`src/cbct_pkg.sv`:
```
`timescale 1ns / 1ps

package cbct_pkg;

    // Frame geometry
    localparam int FRAME_WIDTH  = 80;
    localparam int FRAME_HEIGHT = 60;

    localparam int COL_W   = $clog2(FRAME_WIDTH);
    localparam int ROW_W   = $clog2(FRAME_HEIGHT);
    localparam int CNT_W   = $clog2(FRAME_WIDTH * FRAME_HEIGHT + 1);
    localparam int MAX_DIM = (FRAME_WIDTH > FRAME_HEIGHT) ? FRAME_WIDTH : FRAME_HEIGHT;
    localparam int SUM_W   = $clog2((MAX_DIM - 1) * FRAME_WIDTH * FRAME_HEIGHT + 1);

    // Centroid registers hold at least the output field width
    localparam int CX_W = (COL_W > 7) ? COL_W : 7;
    localparam int CY_W = (ROW_W > 6) ? ROW_W : 6;
    // Count compare width against the 13-bit minimum
    localparam int CMP_W = (CNT_W > 13) ? CNT_W : 13;

    // Shared add/sub unit width (signed two's complement)
    localparam int UNIT_W = 12;

    // Reset values
    localparam int RST_TARGET_RED   = 255;
    localparam int RST_TARGET_GREEN = 165;
    localparam int RST_TARGET_BLUE  = 0;
    localparam int RST_MARGIN       = 20;
    localparam int RST_LIMIT        = 100;
    localparam int RST_MIN_PIXELS   = 50;
    localparam int RST_HIGHLIGHT    = 16'hF800;
    localparam int RST_CENTROID     = 37;

    // Register indexes
    localparam int CFG_IDX_W = 3;
    typedef enum logic [CFG_IDX_W-1:0] {
        REG_TARGET_RED   = 3'd0,
        REG_TARGET_GREEN = 3'd1,
        REG_TARGET_BLUE  = 3'd2,
        REG_MARGIN       = 3'd3,
        REG_LIMIT        = 3'd4,
        REG_MIN_PIXELS   = 3'd5,
        REG_HIGHLIGHT    = 3'd6
    } t_reg_idx;

    typedef struct packed {
        logic [7:0]  target_red;
        logic [7:0]  target_green;
        logic [7:0]  target_blue;
        logic [7:0]  dominance_margin;
        logic [9:0]  distance_limit;
        logic [12:0] min_pixels;
        logic [15:0] highlight_color;
    } t_cfg;

    // Match unit status
    typedef struct packed {
        logic done;
        logic hit;
    } t_match_res;

endpackage

```
`src/cbct_match.sv`:
```
`timescale 1ns / 1ps

// Color match test, stepped through one shared add/sub unit
module cbct_match
    import cbct_pkg::*;
(
    input  logic             i_clk,
    input  logic             i_rst_n,
    input  logic             i_start,
    input  logic [15:0]      i_pixel,
    input  t_cfg             i_cfg,
    output t_match_res       o_res
);

    typedef enum logic [2:0] {
        S_IDLE,
        S_DOM,
        S_DOMCHK,
        S_DIFF,
        S_NEG,
        S_ACC,
        S_LIM
    } t_state;

    t_state              r_state;
    logic [15:0]         r_pix;
    logic [1:0]          r_k;
    logic [UNIT_W-1:0]   r_tmp;
    logic [UNIT_W-1:0]   r_acc;
    logic                r_done;
    logic                r_hit;

    logic [7:0]          w_r;
    logic [7:0]          w_g;
    logic [7:0]          w_b;
    logic [7:0]          w_chan;
    logic [7:0]          w_targ;
    logic [UNIT_W-1:0]   w_a;
    logic [UNIT_W-1:0]   w_b_op;
    logic                w_sub;
    logic [UNIT_W-1:0]   w_sum;

    // Widen RGB565 to 8 bits per channel
    assign w_r = {r_pix[15:11], r_pix[15:13]};
    assign w_g = {r_pix[10:5], r_pix[10:9]};
    assign w_b = {r_pix[4:0], r_pix[4:2]};

    // Channel select by step index
    always_comb begin
        unique case (r_k)
            2'd0:    begin w_chan = w_r; w_targ = i_cfg.target_red;   end
            2'd1:    begin w_chan = w_g; w_targ = i_cfg.target_green; end
            default: begin w_chan = w_b; w_targ = i_cfg.target_blue;  end
        endcase
    end

    // Operand routing for the shared unit
    always_comb begin
        w_a    = '0;
        w_b_op = '0;
        w_sub  = 1'b1;
        unique case (r_state)
            S_DOM: begin
                w_a    = UNIT_W'(w_r);
                w_b_op = UNIT_W'(w_chan);
            end
            S_DOMCHK: begin
                w_a    = UNIT_W'(i_cfg.dominance_margin);
                w_b_op = r_tmp;
            end
            S_DIFF: begin
                w_a    = UNIT_W'(w_chan);
                w_b_op = UNIT_W'(w_targ);
            end
            S_NEG: begin
                w_a    = UNIT_W'(w_targ);
                w_b_op = UNIT_W'(w_chan);
            end
            S_ACC: begin
                w_a    = r_acc;
                w_b_op = r_tmp;
                w_sub  = 1'b0;
            end
            S_LIM: begin
                w_a    = r_acc;
                w_b_op = UNIT_W'(i_cfg.distance_limit);
            end
            default: begin
                w_a    = '0;
                w_b_op = '0;
            end
        endcase
    end

    // The shared adder
    assign w_sum = w_a + (w_sub ? ~w_b_op : w_b_op) + UNIT_W'(w_sub);

    // Sequencer
    always_ff @(posedge i_clk) begin
        if (!i_rst_n) begin
            r_state <= S_IDLE;
            r_done  <= 1'b0;
            r_hit   <= 1'b0;
            r_k     <= '0;
        end else begin
            // done pulses on an early reject or after the limit check
            r_done <= ((r_state == S_DOMCHK) && !w_sum[UNIT_W-1]) || (r_state == S_LIM);
            unique case (r_state)
                S_IDLE: begin
                    if (i_start) begin
                        r_pix   <= i_pixel;
                        r_k     <= 2'd1;
                        r_acc   <= '0;
                        r_state <= S_DOM;
                    end
                end
                S_DOM: begin
                    r_tmp   <= w_sum;
                    r_state <= S_DOMCHK;
                end
                S_DOMCHK: begin
                    // margin - (r - c) >= 0 means red does not dominate
                    if (!w_sum[UNIT_W-1]) begin
                        r_hit   <= 1'b0;
                        r_state <= S_IDLE;
                    end else if (r_k == 2'd2) begin
                        r_k     <= 2'd0;
                        r_state <= S_DIFF;
                    end else begin
                        r_k     <= 2'd2;
                        r_state <= S_DOM;
                    end
                end
                S_DIFF: begin
                    r_tmp   <= w_sum;
                    r_state <= w_sum[UNIT_W-1] ? S_NEG : S_ACC;
                end
                S_NEG: begin
                    r_tmp   <= w_sum;
                    r_state <= S_ACC;
                end
                S_ACC: begin
                    r_acc <= w_sum;
                    if (r_k == 2'd2) begin
                        r_state <= S_LIM;
                    end else begin
                        r_k     <= r_k + 2'd1;
                        r_state <= S_DIFF;
                    end
                end
                S_LIM: begin
                    // distance - limit < 0
                    r_hit   <= w_sum[UNIT_W-1];
                    r_state <= S_IDLE;
                end
                default: r_state <= S_IDLE;
            endcase
        end
    end

    assign o_res.done = r_done;
    assign o_res.hit  = r_hit;

    // A result is posted only on the way back to idle
    a_done_idle: assert property (@(posedge i_clk) disable iff (!i_rst_n)
        r_done |-> r_state == S_IDLE)
        else $error("match done outside idle");

    // Start is never issued while a test is running
    a_start_idle: assert property (@(posedge i_clk) disable iff (!i_rst_n)
        i_start |-> r_state == S_IDLE)
        else $error("match start while busy");

    // Channel index stays on the three channels
    a_k_range: assert property (@(posedge i_clk) disable iff (!i_rst_n)
        r_k != 2'd3)
        else $error("channel index out of range");

endmodule

```
`src/cbct_div.sv`:
```
`timescale 1ns / 1ps

// Restoring divider, one quotient bit per cycle
module cbct_div
    import cbct_pkg::*;
(
    input  logic             i_clk,
    input  logic             i_rst_n,
    input  logic             i_start,
    input  logic [SUM_W-1:0] i_dividend,
    input  logic [CNT_W-1:0] i_divisor,
    output logic             o_done,
    output logic [SUM_W-1:0] o_quotient
);

    localparam int ITER_W = $clog2(SUM_W + 1);

    logic              r_busy;
    logic              r_done;
    logic [ITER_W-1:0] r_iter;
    logic [SUM_W-1:0]  r_quo;
    logic [CNT_W-1:0]  r_rem;
    logic [CNT_W-1:0]  r_div;

    logic [CNT_W:0]    w_shift;
    logic [CNT_W+1:0]  w_trial;

    // Shift in next dividend bit and try a subtract
    assign w_shift = {r_rem, r_quo[SUM_W-1]};
    assign w_trial = {1'b0, w_shift} - {2'b00, r_div};

    always_ff @(posedge i_clk) begin
        if (!i_rst_n) begin
            r_busy <= 1'b0;
            r_done <= 1'b0;
            r_iter <= '0;
        end else begin
            // done pulses after the last quotient bit
            r_done <= r_busy && (r_iter == ITER_W'(1));
            if (!r_busy) begin
                if (i_start) begin
                    r_quo  <= i_dividend;
                    r_rem  <= '0;
                    r_div  <= i_divisor;
                    r_iter <= ITER_W'(SUM_W);
                    r_busy <= 1'b1;
                end
            end else begin
                if (!w_trial[CNT_W+1]) begin
                    r_rem <= w_trial[CNT_W-1:0];
                    r_quo <= {r_quo[SUM_W-2:0], 1'b1};
                end else begin
                    r_rem <= w_shift[CNT_W-1:0];
                    r_quo <= {r_quo[SUM_W-2:0], 1'b0};
                end
                r_iter <= r_iter - ITER_W'(1);
                if (r_iter == ITER_W'(1)) begin
                    r_busy <= 1'b0;
                end
            end
        end
    end

    assign o_done     = r_done;
    assign o_quotient = r_quo;

    // Never divide by zero
    a_div_nonzero: assert property (@(posedge i_clk) disable iff (!i_rst_n)
        (i_start && !r_busy) |-> i_divisor != '0)
        else $error("divide by zero");

    // Done follows the last iteration
    a_done_after: assert property (@(posedge i_clk) disable iff (!i_rst_n)
        r_done |-> $past(r_busy) && !r_busy)
        else $error("divider done without run");

endmodule

```
`src/color_blob_centroid_tracker_core.sv`:
```
`timescale 1ns / 1ps

// Color blob centroid tracker.
// Pixels (RGB565, raster order) enter on the s_axis channel, one word each;
// the block keeps its own column and row count, so the first word after
// reset is the top-left pixel of a frame. Each pixel leaves on m_axis as one
// word: tdata carries the display pixel (highlight color for a match), the
// found flag, the centroid and the frame match count; tuser flags a match and
// tlast marks the frame's last pixel.
// Per pixel the color test runs step by step on one shared add/sub unit
// after a start pulse; with a ready receiver a word is taken once the block
// is back in idle, and the next pixel is accepted in that same cycle. On the
// last pixel of a frame with enough matches a shared bit-serial divider runs
// twice, first for the mean column and then for the mean row. s_axis_tready
// is high only while the block is idle; a finished word waits in the output
// register while the next pixel is already being tested, and the block holds
// that next result until the receiver takes the first. Reset (synchronous,
// active low) restores the default registers, zeroes the position and sums
// and sets the centroid to 37,37. Registers are written on the cfg channel
// (always ready); the user must keep writes to idle, unchecked by the block.
module color_blob_centroid_tracker_core
    import cbct_pkg::*;
(
    input  logic                 i_clk,
    input  logic                 i_rst_n,
    // pixel input
    input  logic                 s_axis_tvalid,
    output logic                 s_axis_tready,
    input  logic [15:0]          s_axis_tdata,   // [15:0] pixel
    // result output
    output logic                 m_axis_tvalid,
    input  logic                 m_axis_tready,
    // [15:0] out_pixel, [16] object_found, [23:17] center_x,
    // [29:24] center_y, [42:30] target_total, [47:43] zero
    output logic [47:0]          m_axis_tdata,
    output logic                 m_axis_tlast,   // frame_done
    output logic                 m_axis_tuser,   // is_target
    // register writes
    input  logic                 i_cfg_valid,
    output logic                 o_cfg_ready,
    input  logic [CFG_IDX_W-1:0] i_cfg_index,
    input  logic [15:0]          i_cfg_data
);

    typedef enum logic [2:0] {
        T_IDLE,
        T_MATCH,
        T_ACC,
        T_DIVC,
        T_DIVR,
        T_OUT
    } t_state;

    t_state              r_state;
    t_cfg                r_cfg;

    logic [COL_W-1:0]    r_col;
    logic [ROW_W-1:0]    r_row;
    logic [COL_W-1:0]    r_pcol;
    logic [ROW_W-1:0]    r_prow;
    logic [SUM_W-1:0]    r_sum_col;
    logic [SUM_W-1:0]    r_sum_row;
    logic [CNT_W-1:0]    r_cnt;
    logic [CX_W-1:0]     r_cent_col;
    logic [CY_W-1:0]     r_cent_row;

    logic [15:0]         r_pix;
    logic                r_last;
    logic                r_hit;
    logic                r_found;
    logic                r_m_start;
    logic                r_div_start;
    logic                r_div_sel;

    logic                r_ovalid;
    logic [47:0]         r_odata;
    logic                r_olast;
    logic                r_ouser;

    t_match_res          w_mres;
    logic                w_div_done;
    logic [SUM_W-1:0]    w_quo;
    logic [SUM_W-1:0]    w_dividend;
    logic                w_in_acc;
    logic                w_last_pos;
    logic                w_go_div;
    logic [12:0]         w_total;
    logic [15:0]         w_opix;

    // Register file
    assign o_cfg_ready = 1'b1;

    always_ff @(posedge i_clk) begin
        if (!i_rst_n) begin
            r_cfg.target_red       <= 8'(RST_TARGET_RED);
            r_cfg.target_green     <= 8'(RST_TARGET_GREEN);
            r_cfg.target_blue      <= 8'(RST_TARGET_BLUE);
            r_cfg.dominance_margin <= 8'(RST_MARGIN);
            r_cfg.distance_limit   <= 10'(RST_LIMIT);
            r_cfg.min_pixels       <= 13'(RST_MIN_PIXELS);
            r_cfg.highlight_color  <= 16'(RST_HIGHLIGHT);
        end else if (i_cfg_valid) begin
            unique case (i_cfg_index)
                REG_TARGET_RED:   r_cfg.target_red       <= i_cfg_data[7:0];
                REG_TARGET_GREEN: r_cfg.target_green     <= i_cfg_data[7:0];
                REG_TARGET_BLUE:  r_cfg.target_blue      <= i_cfg_data[7:0];
                REG_MARGIN:       r_cfg.dominance_margin <= i_cfg_data[7:0];
                REG_LIMIT:        r_cfg.distance_limit   <= i_cfg_data[9:0];
                REG_MIN_PIXELS:   r_cfg.min_pixels       <= i_cfg_data[12:0];
                REG_HIGHLIGHT:    r_cfg.highlight_color  <= i_cfg_data;
                default: ;
            endcase
        end
    end

    cbct_match u_match (
        .i_clk   (i_clk),
        .i_rst_n (i_rst_n),
        .i_start (r_m_start),
        .i_pixel (r_pix),
        .i_cfg   (r_cfg),
        .o_res   (w_mres)
    );

    assign w_dividend = r_div_sel ? r_sum_row : r_sum_col;

    cbct_div u_div (
        .i_clk      (i_clk),
        .i_rst_n    (i_rst_n),
        .i_start    (r_div_start),
        .i_dividend (w_dividend),
        .i_divisor  (r_cnt),
        .o_done     (w_div_done),
        .o_quotient (w_quo)
    );

    assign s_axis_tready = (r_state == T_IDLE);
    assign w_in_acc      = s_axis_tvalid && (r_state == T_IDLE);
    assign w_last_pos    = (r_col == COL_W'(FRAME_WIDTH - 1)) &&
                           (r_row == ROW_W'(FRAME_HEIGHT - 1));
    assign w_go_div      = r_last && (CMP_W'(r_cnt) > CMP_W'(r_cfg.min_pixels));
    assign w_total       = r_found ? 13'(r_cnt) : 13'd0;
    assign w_opix        = r_hit ? r_cfg.highlight_color : r_pix;

    // Sequencer, accumulators and output register
    always_ff @(posedge i_clk) begin
        if (!i_rst_n) begin
            r_state     <= T_IDLE;
            r_col       <= '0;
            r_row       <= '0;
            r_sum_col   <= '0;
            r_sum_row   <= '0;
            r_cnt       <= '0;
            r_cent_col  <= CX_W'(RST_CENTROID);
            r_cent_row  <= CY_W'(RST_CENTROID);
            r_m_start   <= 1'b0;
            r_div_start <= 1'b0;
            r_div_sel   <= 1'b0;
            r_found     <= 1'b0;
            r_ovalid    <= 1'b0;
        end else begin
            // one-cycle start pulses for the match unit and the divider
            r_m_start   <= w_in_acc;
            r_div_start <= ((r_state == T_ACC) && w_go_div) ||
                           ((r_state == T_DIVC) && w_div_done);
            if (r_ovalid && m_axis_tready && (r_state != T_OUT)) begin
                r_ovalid <= 1'b0;
            end
            unique case (r_state)
                T_IDLE: begin
                    if (w_in_acc) begin
                        r_pix     <= s_axis_tdata;
                        r_pcol    <= r_col;
                        r_prow    <= r_row;
                        r_last    <= w_last_pos;
                        r_state   <= T_MATCH;
                        // raster position advance
                        if (r_col >= COL_W'(FRAME_WIDTH - 1)) begin
                            r_col <= '0;
                            if (r_row >= ROW_W'(FRAME_HEIGHT - 1)) begin
                                r_row <= '0;
                            end else begin
                                r_row <= r_row + ROW_W'(1);
                            end
                        end else begin
                            r_col <= r_col + COL_W'(1);
                        end
                    end
                end
                T_MATCH: begin
                    if (w_mres.done) begin
                        r_hit <= w_mres.hit;
                        if (w_mres.hit) begin
                            r_sum_col <= r_sum_col + SUM_W'(r_pcol);
                            r_sum_row <= r_sum_row + SUM_W'(r_prow);
                            r_cnt     <= r_cnt + CNT_W'(1);
                        end
                        r_state <= T_ACC;
                    end
                end
                T_ACC: begin
                    if (w_go_div) begin
                        r_found     <= 1'b1;
                        r_div_sel   <= 1'b0;
                        r_state     <= T_DIVC;
                    end else begin
                        r_found <= 1'b0;
                        r_state <= T_OUT;
                    end
                end
                T_DIVC: begin
                    if (w_div_done) begin
                        r_cent_col  <= CX_W'(w_quo);
                        r_div_sel   <= 1'b1;
                        r_state     <= T_DIVR;
                    end
                end
                T_DIVR: begin
                    if (w_div_done) begin
                        r_cent_row <= CY_W'(w_quo);
                        r_state    <= T_OUT;
                    end
                end
                T_OUT: begin
                    if (!r_ovalid || m_axis_tready) begin
                        r_ovalid <= 1'b1;
                        r_odata  <= {5'd0, w_total, 6'(r_cent_row), 7'(r_cent_col),
                                     r_found, w_opix};
                        r_olast  <= r_last;
                        r_ouser  <= r_hit;
                        if (r_last) begin
                            r_sum_col <= '0;
                            r_sum_row <= '0;
                            r_cnt     <= '0;
                        end
                        r_state <= T_IDLE;
                    end
                end
                default: r_state <= T_IDLE;
            endcase
        end
    end

    assign m_axis_tvalid = r_ovalid;
    assign m_axis_tdata  = r_odata;
    assign m_axis_tlast  = r_olast;
    assign m_axis_tuser  = r_ouser;

    // Object found is only reported on a frame's last word
    a_found_last: assert property (@(posedge i_clk) disable iff (!i_rst_n)
        (m_axis_tvalid && m_axis_tdata[16]) |-> m_axis_tlast)
        else $error("object found outside frame end");

    // The divider only runs for a frame end with enough matches
    a_div_frame_end: assert property (@(posedge i_clk) disable iff (!i_rst_n)
        (r_state == T_DIVC || r_state == T_DIVR) |-> (r_last && r_found))
        else $error("centroid division outside frame end");

    // No new pixel is taken until the previous one left the sequencer
    a_accept_idle: assert property (@(posedge i_clk) disable iff (!i_rst_n)
        w_in_acc |=> r_state == T_MATCH)
        else $error("accept did not start a match");

endmodule

```
`config.mk`:
```
export PLATFORM = sky130hd
export DESIGN_NAME = color_blob_centroid_tracker_core
export DESIGN_NICKNAME = d
export VERILOG_FILES = /design/src/cbct_pkg.sv /design/src/cbct_match.sv /design/src/cbct_div.sv /design/src/color_blob_centroid_tracker_core.sv
export SDC_FILE = /design/constraint.sdc
export NUM_CORES = 1
export LEC_CHECK = 0
export BUFFER_PORTS_ARGS = -buffer_cell sky130_fd_sc_hd__buf_2
export CORE_UTILIZATION = 29
export CTS_CLUSTER_DIAMETER = 200
export DETAILED_ROUTE_END_ITERATION = 7
export HOLD_SLACK_MARGIN = 0.12
export PLACE_DENSITY_LB_ADDON = 0.25
export SETUP_SLACK_MARGIN = 0.5
export SLEW_MARGIN = 5
export SYNTH_ARGS = -nofsm -noshare
export SYNTH_HDL_FRONTEND = slang
export SYNTH_SLANG_ARGS = --single-unit
```
`constraint.sdc`:
```
create_clock -name i_clk -period 4.5 [get_ports i_clk]
set_input_delay 0.675 -clock i_clk [delete_from_list [all_inputs] [get_ports i_clk]]
set_output_delay 0.675 -clock i_clk [all_outputs]
set_load 0.02 [all_outputs]
```
-- Word level (Yosys, flattened, before mapping)
Cells that the tools add are included.
- shifts and indexed selects: 0
- reduce and logical (&&, ||, !) cells: 52
- order comparisons: 3
- equality and inequality tests: 35
- multiply operators: 0
- $add $sub $neg: 10
- bitwise gates (word level): 2
- divide/modulo/power cells: 0
- muxes and demuxes: 63
- operator list (cell ; count):
    19-bit two-way mux ; 9
    13-bit two-way mux ; 7
    19-bit one-hot mux with 2 select lines ; 2
    12-bit one-hot mux with 5 select lines ; 1
    12-bit one-hot mux with 4 select lines ; 1
    3-bit one-hot mux with 6 select lines ; 2
    8-bit one-hot mux with 2 select lines ; 2
    3-bit two-way mux ; 9
    13-bit one-hot mux with 2 select lines ; 1
    2-bit AND reduction ; 13
    3-bit equality test, second input constant ; 8
    12-bit two-way mux ; 2
    12-bit one-hot mux with 2 select lines ; 1
    3-bit AND reduction ; 8
    19-bit by 6-bit adder with 19-bit output ; 1
    19-bit by 7-bit adder with 19-bit output ; 1
    3-bit by 2-bit equality test with 1-bit output, second input constant ; 6
    16-bit two-way mux ; 1
    14-bit by 13-bit subtractor with 15-bit output ; 1
    13-bit by 1-bit adder with 13-bit output, second input constant ; 1
    13-bit greater-than comparator ; 1
    1-bit two-way mux ; 13
    12-bit by 1-bit adder with 12-bit output ; 1
    12-bit adder ; 1
    other kinds (34) ; 72
- latch bits: 0
- output and inout port bits: 53
- logic and storage cells: 207
- input port bits: 40
- memories: 0
- memory bits (writable): 0
- memory bits (read-only): 0
- register bits after elaboration: 331

-- Longest topological paths before layout
- word-level depth: 10
- depth in mapped cells: 24

-- Cells and area by module
A second synthesis with hierarchy kept.
- cell total of the unflattened synthesis: 1628
- area total of the unflattened synthesis: 16169.3 um2
- modules (own cells, without submodules) (module ; instances ; area each (um2) ; cells each ; sequential area each (um2)):
    color_blob_centroid_tracker_core ; 1 ; 9927.0 ; 1013 ; 5405.2
    cbct_match ; 1 ; 3442.1 ; 379 ; 1341.3
    cbct_div ; 1 ; 2800.2 ; 236 ; 1491.4

-- Worst setup path after synthesis
OpenSTA, ideal clock, no wires.
- path type: reg2reg
- start point: register u_match.r_k[1]
- end point: register u_match.r_acc[10] (data pin)
- data arrival time: 3.566 ns
- path slack: 0.680 ns
- stages on the path, launching flop included: 22
- period minus slack after synthesis: 3.820 ns
- path through: dfxtp_1 > inv_1 > ha_1 > buf_6 > nor2_1 > clkbuf_1 > a22o_1 > a21oi_1 > a21o_1 > nand2_1 > o221ai_1 > ha_1 > nor2b_1 > o21ai_0 > nand2b_1 > a21o_1 > a21o_1 > a21o_1 > a21o_1 > a31oi_1 > xnor2_1 > and2_1
- longest elaborated chain between the ends: 8
- elaborated cells between the ends (all ways): 11
- RTL lines (what ; RTL line ; text):
    start: declaration ; cbct_match.sv:27 ; logic [1:0] r_k;
    start signal: assignment ; cbct_match.sv:147 ; r_k <= r_k + 2'd1;
    2-bit by 1-bit equality test with 1-bit output / 2-bit logical NOT (equally long branches) ; cbct_match.sv:50 ; unique case (r_k)
    8-bit one-hot mux with 2 select lines ; cbct_match.sv:50 ;
    12-bit one-hot mux with 4 select lines ; cbct_match.sv:62 ; unique case (r_state)
    12-bit inverter ; cbct_match.sv:96 ; assign w_sum = w_a + (w_sub ? ~w_b_op : w_b_op) + UNIT_W'(w_sub);
    12-bit two-way mux ; cbct_match.sv:96 ;
    12-bit adder * ; cbct_match.sv:96 ;
    12-bit by 1-bit adder with 12-bit output * ; cbct_match.sv:96 ;
    named net u_match.w_sum[10] ; cbct_match.sv:41 ; logic [UNIT_W-1:0] w_sum;
    12-bit one-hot mux with 2 select lines * ; cbct_match.sv:108 ; unique case (r_state)
    end signal: assignment ; cbct_match.sv:143 ; r_acc <= w_sum;
    end: declaration ; cbct_match.sv:29 ; logic [UNIT_W-1:0] r_acc;
Mark *: on every way through the listed nets, which the timed path passes. The rest lies on a longest branch.
A chain may end at the register's enable or synchronous reset.

-- Worst setup path in the final report
Same ends and word-level chain as after synthesis.

==> run metrics <==
outcome finished clean; Clock Tree Root clkbuf_16; Synth Flop Type dfxtp_1; Crit. End Element flip-flop; register bit total from synthesis around 330; number of global-route vias before repair 11070; PwrDens 442.6 mW/mm^2; cts bufs inserted 38; Pint roughly 5.7 mW; Residual DRC 0; worst r2r src u_match.r_k[1]$_SDFFE_PN0P_; DR vias 11390; combinational power share 0.180; Antenna Cells 0; drt first pass iters 7; core occupancy in the finished layout 0.3434; Post-Route Skew about 0.011 ns; final antenna-violating net count 0; Seq pwr share 0.435; Skew-Pair Late Insertion Delay 0.55 ns; slew margin rel. 0.2506; Netlist cell types 69; Max Freq 0.2619 GHz; Post-synth ARST share 0; static leakage 6.735 nW; Tmin final 3.819 ns; GRT Overall Usage 0.1565; gpl congestion 0.8989; Cell Area, Synth between 0.015 and 0.02 mm^2; Hold EP r_pix[4]$_DFFE_PP_; first-pass GRT wire length 64840 um; worst-margin pin slew around 1.1 ns; EDFF count, synth 161; io pins between 90 and 100; core area 0.05266 mm^2; WL/cell 17.83 um; CP required 4.80 ns; Area after DPL 0.01675 mm^2; Post-Route WL 42150 um; initial antenna violation count 0; Net Sw Frac 0.2827; Area Growth Syn to Fin 16.80%; H-tree depth 2; CP startpoint kind flip-flop; Hold Crit Depth 1; post-placement worst setup slack 0.3682 ns; R2R Path End u_match.r_acc[10]$_SDFFCE_PN0P_; Mapped Cells 1553; maximum vdd drop around 0.22 mV; HP Start s_axis_tdata[4]; syn_area_per_cell 9.968 um^2; Clock Sink Count about 330; Setup Crit Path Kind reg -> reg; Die Width 233.0 um; Die Span Y 233.0 um; Final Hold Viols 0; CTS max path bufs 3; # setup viols final 0; die area 0.05431 mm^2; r2r setup slk a little under 0.7 ns; sequential element share of the synthesized area 0.5322; setup TNS 0 ns; largest net degree at the start of global routing 57; Worst Hold Class in -> reg; Clock transition at path regs approximately 0.060 ns; max-cap violations 0; TritonCTS clock tree built; cells on worst reg2reg path 19; Row Count 84; sw power 2.262 mW; count of input and output buffers 86; GRT overflow 0; hpwl dp 30560 um; CP Data Arrival Time 4.11 ns; share of cells above drive strength 1 0.1366; DRT iter0 DRCs 703; Final period util 0.8486; nets@finish 1747; fin. max-slew vios 0; design area 0.01808 mm^2; Initial Util 0.2940; Max FO, Critical Path 16; Ys Warns 0; Hold Buf Count CTS 0; final worst-path setup slack 0.6813 ns; RSZ-0062 raised after global routing yes; DR vias/cell ~4.8; WHS a little over 0.3 ns; Clock power frac 0.384
metrics by stage:
stage | instances | power [mW]
2_1_floorplan | 1557 | 4.502
3_3_place_gp | 2288 | 4.927
3_5_place_dp | 2288 | 4.936
4_1_cts | 2359 | 8.066
5_1_grt | 2364 | 8.370
6_report | 2364 | 8.003
worst max path at each step:
stage / startpoint / to / slack (ns) / depth (start not counted)
after detailed placement: u_match.r_k[0]$_SDFFE_PN0P_ / u_match.r_acc[10]$_SDFFCE_PN0P_ / 0.37 / 23
final: u_match.r_k[1]$_SDFFE_PN0P_ / u_match.r_acc[10]$_SDFFCE_PN0P_ / 0.68 / 19
after floorplan: u_match.r_k[1]$_SDFFE_PN0P_ / u_match.r_acc[10]$_SDFFCE_PN0P_ / 0.68 / 21
after CTS: u_match.r_k[0]$_SDFFE_PN0P_ / u_match.r_acc[10]$_SDFFCE_PN0P_ / 0.50 / 23
after global placement: u_match.r_k[0]$_SDFFE_PN0P_ / u_match.r_acc[10]$_SDFFCE_PN0P_ / 0.45 / 23
after global routing: u_match.r_k[1]$_SDFFE_PN0P_ / u_match.r_acc[10]$_SDFFCE_PN0P_ / 0.48 / 19
final cells by class:
class | instances | area [um^2]
Fill cell | 5321 | 34580
Sequential cell | 331 | 8245
Multi-Input combinational cell | 1094 | 6766
Clock buffer | 53 | 1095
Tap cell | 688 | 860.8
Timing Repair Buffer | 125 | 755.7
Inverter | 56 | 210.2
Clock inverter | 17 | 146.4
sequential cells by signal, indices dropped and copies added (netlist names), 7 cells and up:
register          count
u_match.r_pix        16
r_sum_row            19
u_div.r_rem          13
r_cfg                71
r_cnt                13
u_match.r_acc        12
r_col                 7
u_match.r_tmp        12
u_div.r_div          13
r_cent_col            7
r_pcol                7
r_pix                16
u_div.o_quotient     19
m_axis_tdata         43
r_sum_col            19
synth_stat cells (all sizes together), types with 5 or more instances:
cell / count / area share
a211oi: 9 / 0.0044
a21o: 28 / 0.014
a21oi: 127 / 0.041
a22o: 9 / 0.0051
a22oi: 25 / 0.012
a31oi: 6 / 0.0024
and2: 30 / 0.012
and3: 13 / 0.0056
buf: 18 / 0.0076
clkbuf: 58 / 0.014
dfxtp: 170 / 0.22
edfxtp: 161 / 0.31
ha: 57 / 0.046
inv: 56 / 0.014
mux2: 16 / 0.012
mux2i: 50 / 0.032
nand2: 259 / 0.063
nand2b: 12 / 0.0048
nand3: 68 / 0.023
nand4: 12 / 0.0048
nor2: 116 / 0.028
nor2b: 22 / 0.0089
nor3: 14 / 0.0045
nor4: 5 / 0.0020
o211ai: 9 / 0.0056
o21a: 5 / 0.0024
o21ai: 54 / 0.017
o221ai: 10 / 0.0057
o22a: 6 / 0.0034
o22ai: 8 / 0.0032
xnor2: 27 / 0.015
xor2: 45 / 0.026
placed cells by master (no fill, tap or decap), types with 14 or more instances in the layout:
| cell | count |
|---|---|
| nand2_1 | 259 |
| dfxtp_1 | 164 |
| edfxtp_1 | 161 |
| a21oi_1 | 126 |
| nor2_1 | 112 |
| buf_2 | 86 |
| nand3_1 | 67 |
| ha_1 | 55 |
| inv_1 | 54 |
| mux2i_1 | 50 |
| o21ai_0 | 49 |
| xor2_1 | 44 |
| clkbuf_16 | 41 |
| buf_4 | 35 |
| and2_1 | 30 |
| a21o_1 | 28 |
| xnor2_1 | 27 |
| a22oi_1 | 25 |
| nor2b_1 | 22 |
| mux2_2 | 16 |
| nor3_1 | 14 |
cell families (layout without fill, tap and decap cells):
kind of cell    Yosys count  after routing  share of synthesized area
mux                      66             66                    0.04397
other cells               2              6                  0.0004851
flops                   331            331                     0.5322
buf+inv                 132            251                    0.03524
compound gates          317            317                     0.1280
fa+ha+maj                61             61                    0.05124
xor+xnor                 72             72                    0.04122
simple gates            572            572                     0.1676
per-layer routing:
metal  vias up  wire length [um]  GRT usage
li1       5669                 -          -
met4         0               800    0.04044
met2       192             18140     0.2374
met3        44              1757    0.03027
met1      5489             21450     0.2253
met5         -                 0          0
timing repair:
action / 4_1_cts / 5_1_grt
resized for setup: 3 / 15
setup endpoints to repair: 7 / 15
pin swaps: 0 / 8
buffers inserted: 1 / 5
critical path: stages (launching register included):
cell and delay [ns]:
dfxtp_2 0.34, inv_1 0.07, ha_2 0.20, buf_6 0.16, a22o_1 0.23, a21o_1 0.21
a221o_1 0.37, o21ai_2 0.19, o21ai_0 0.14, fa_2 0.38, nor2b_1 0.14, o21ai_0 0.09
nand2b_1 0.13, a21o_1 0.12, a21o_1 0.13, a21o_1 0.12, a21o_1 0.14, a31oi_1 0.09
xnor2_1 0.15, and2_1 0.16
power groups by stage:
stage                     Sequential, mW  Combinational (mW)  Clock [mW]
after floorplan                     3.47                1.04           0
after global placement              3.54                1.38           0
after detailed placement            3.54                1.39           0
after CTS                           3.48                1.41        3.18
after global routing                3.50                1.58        3.29
final                               3.48                1.44        3.07
Power figures use the tool's default switching activity.
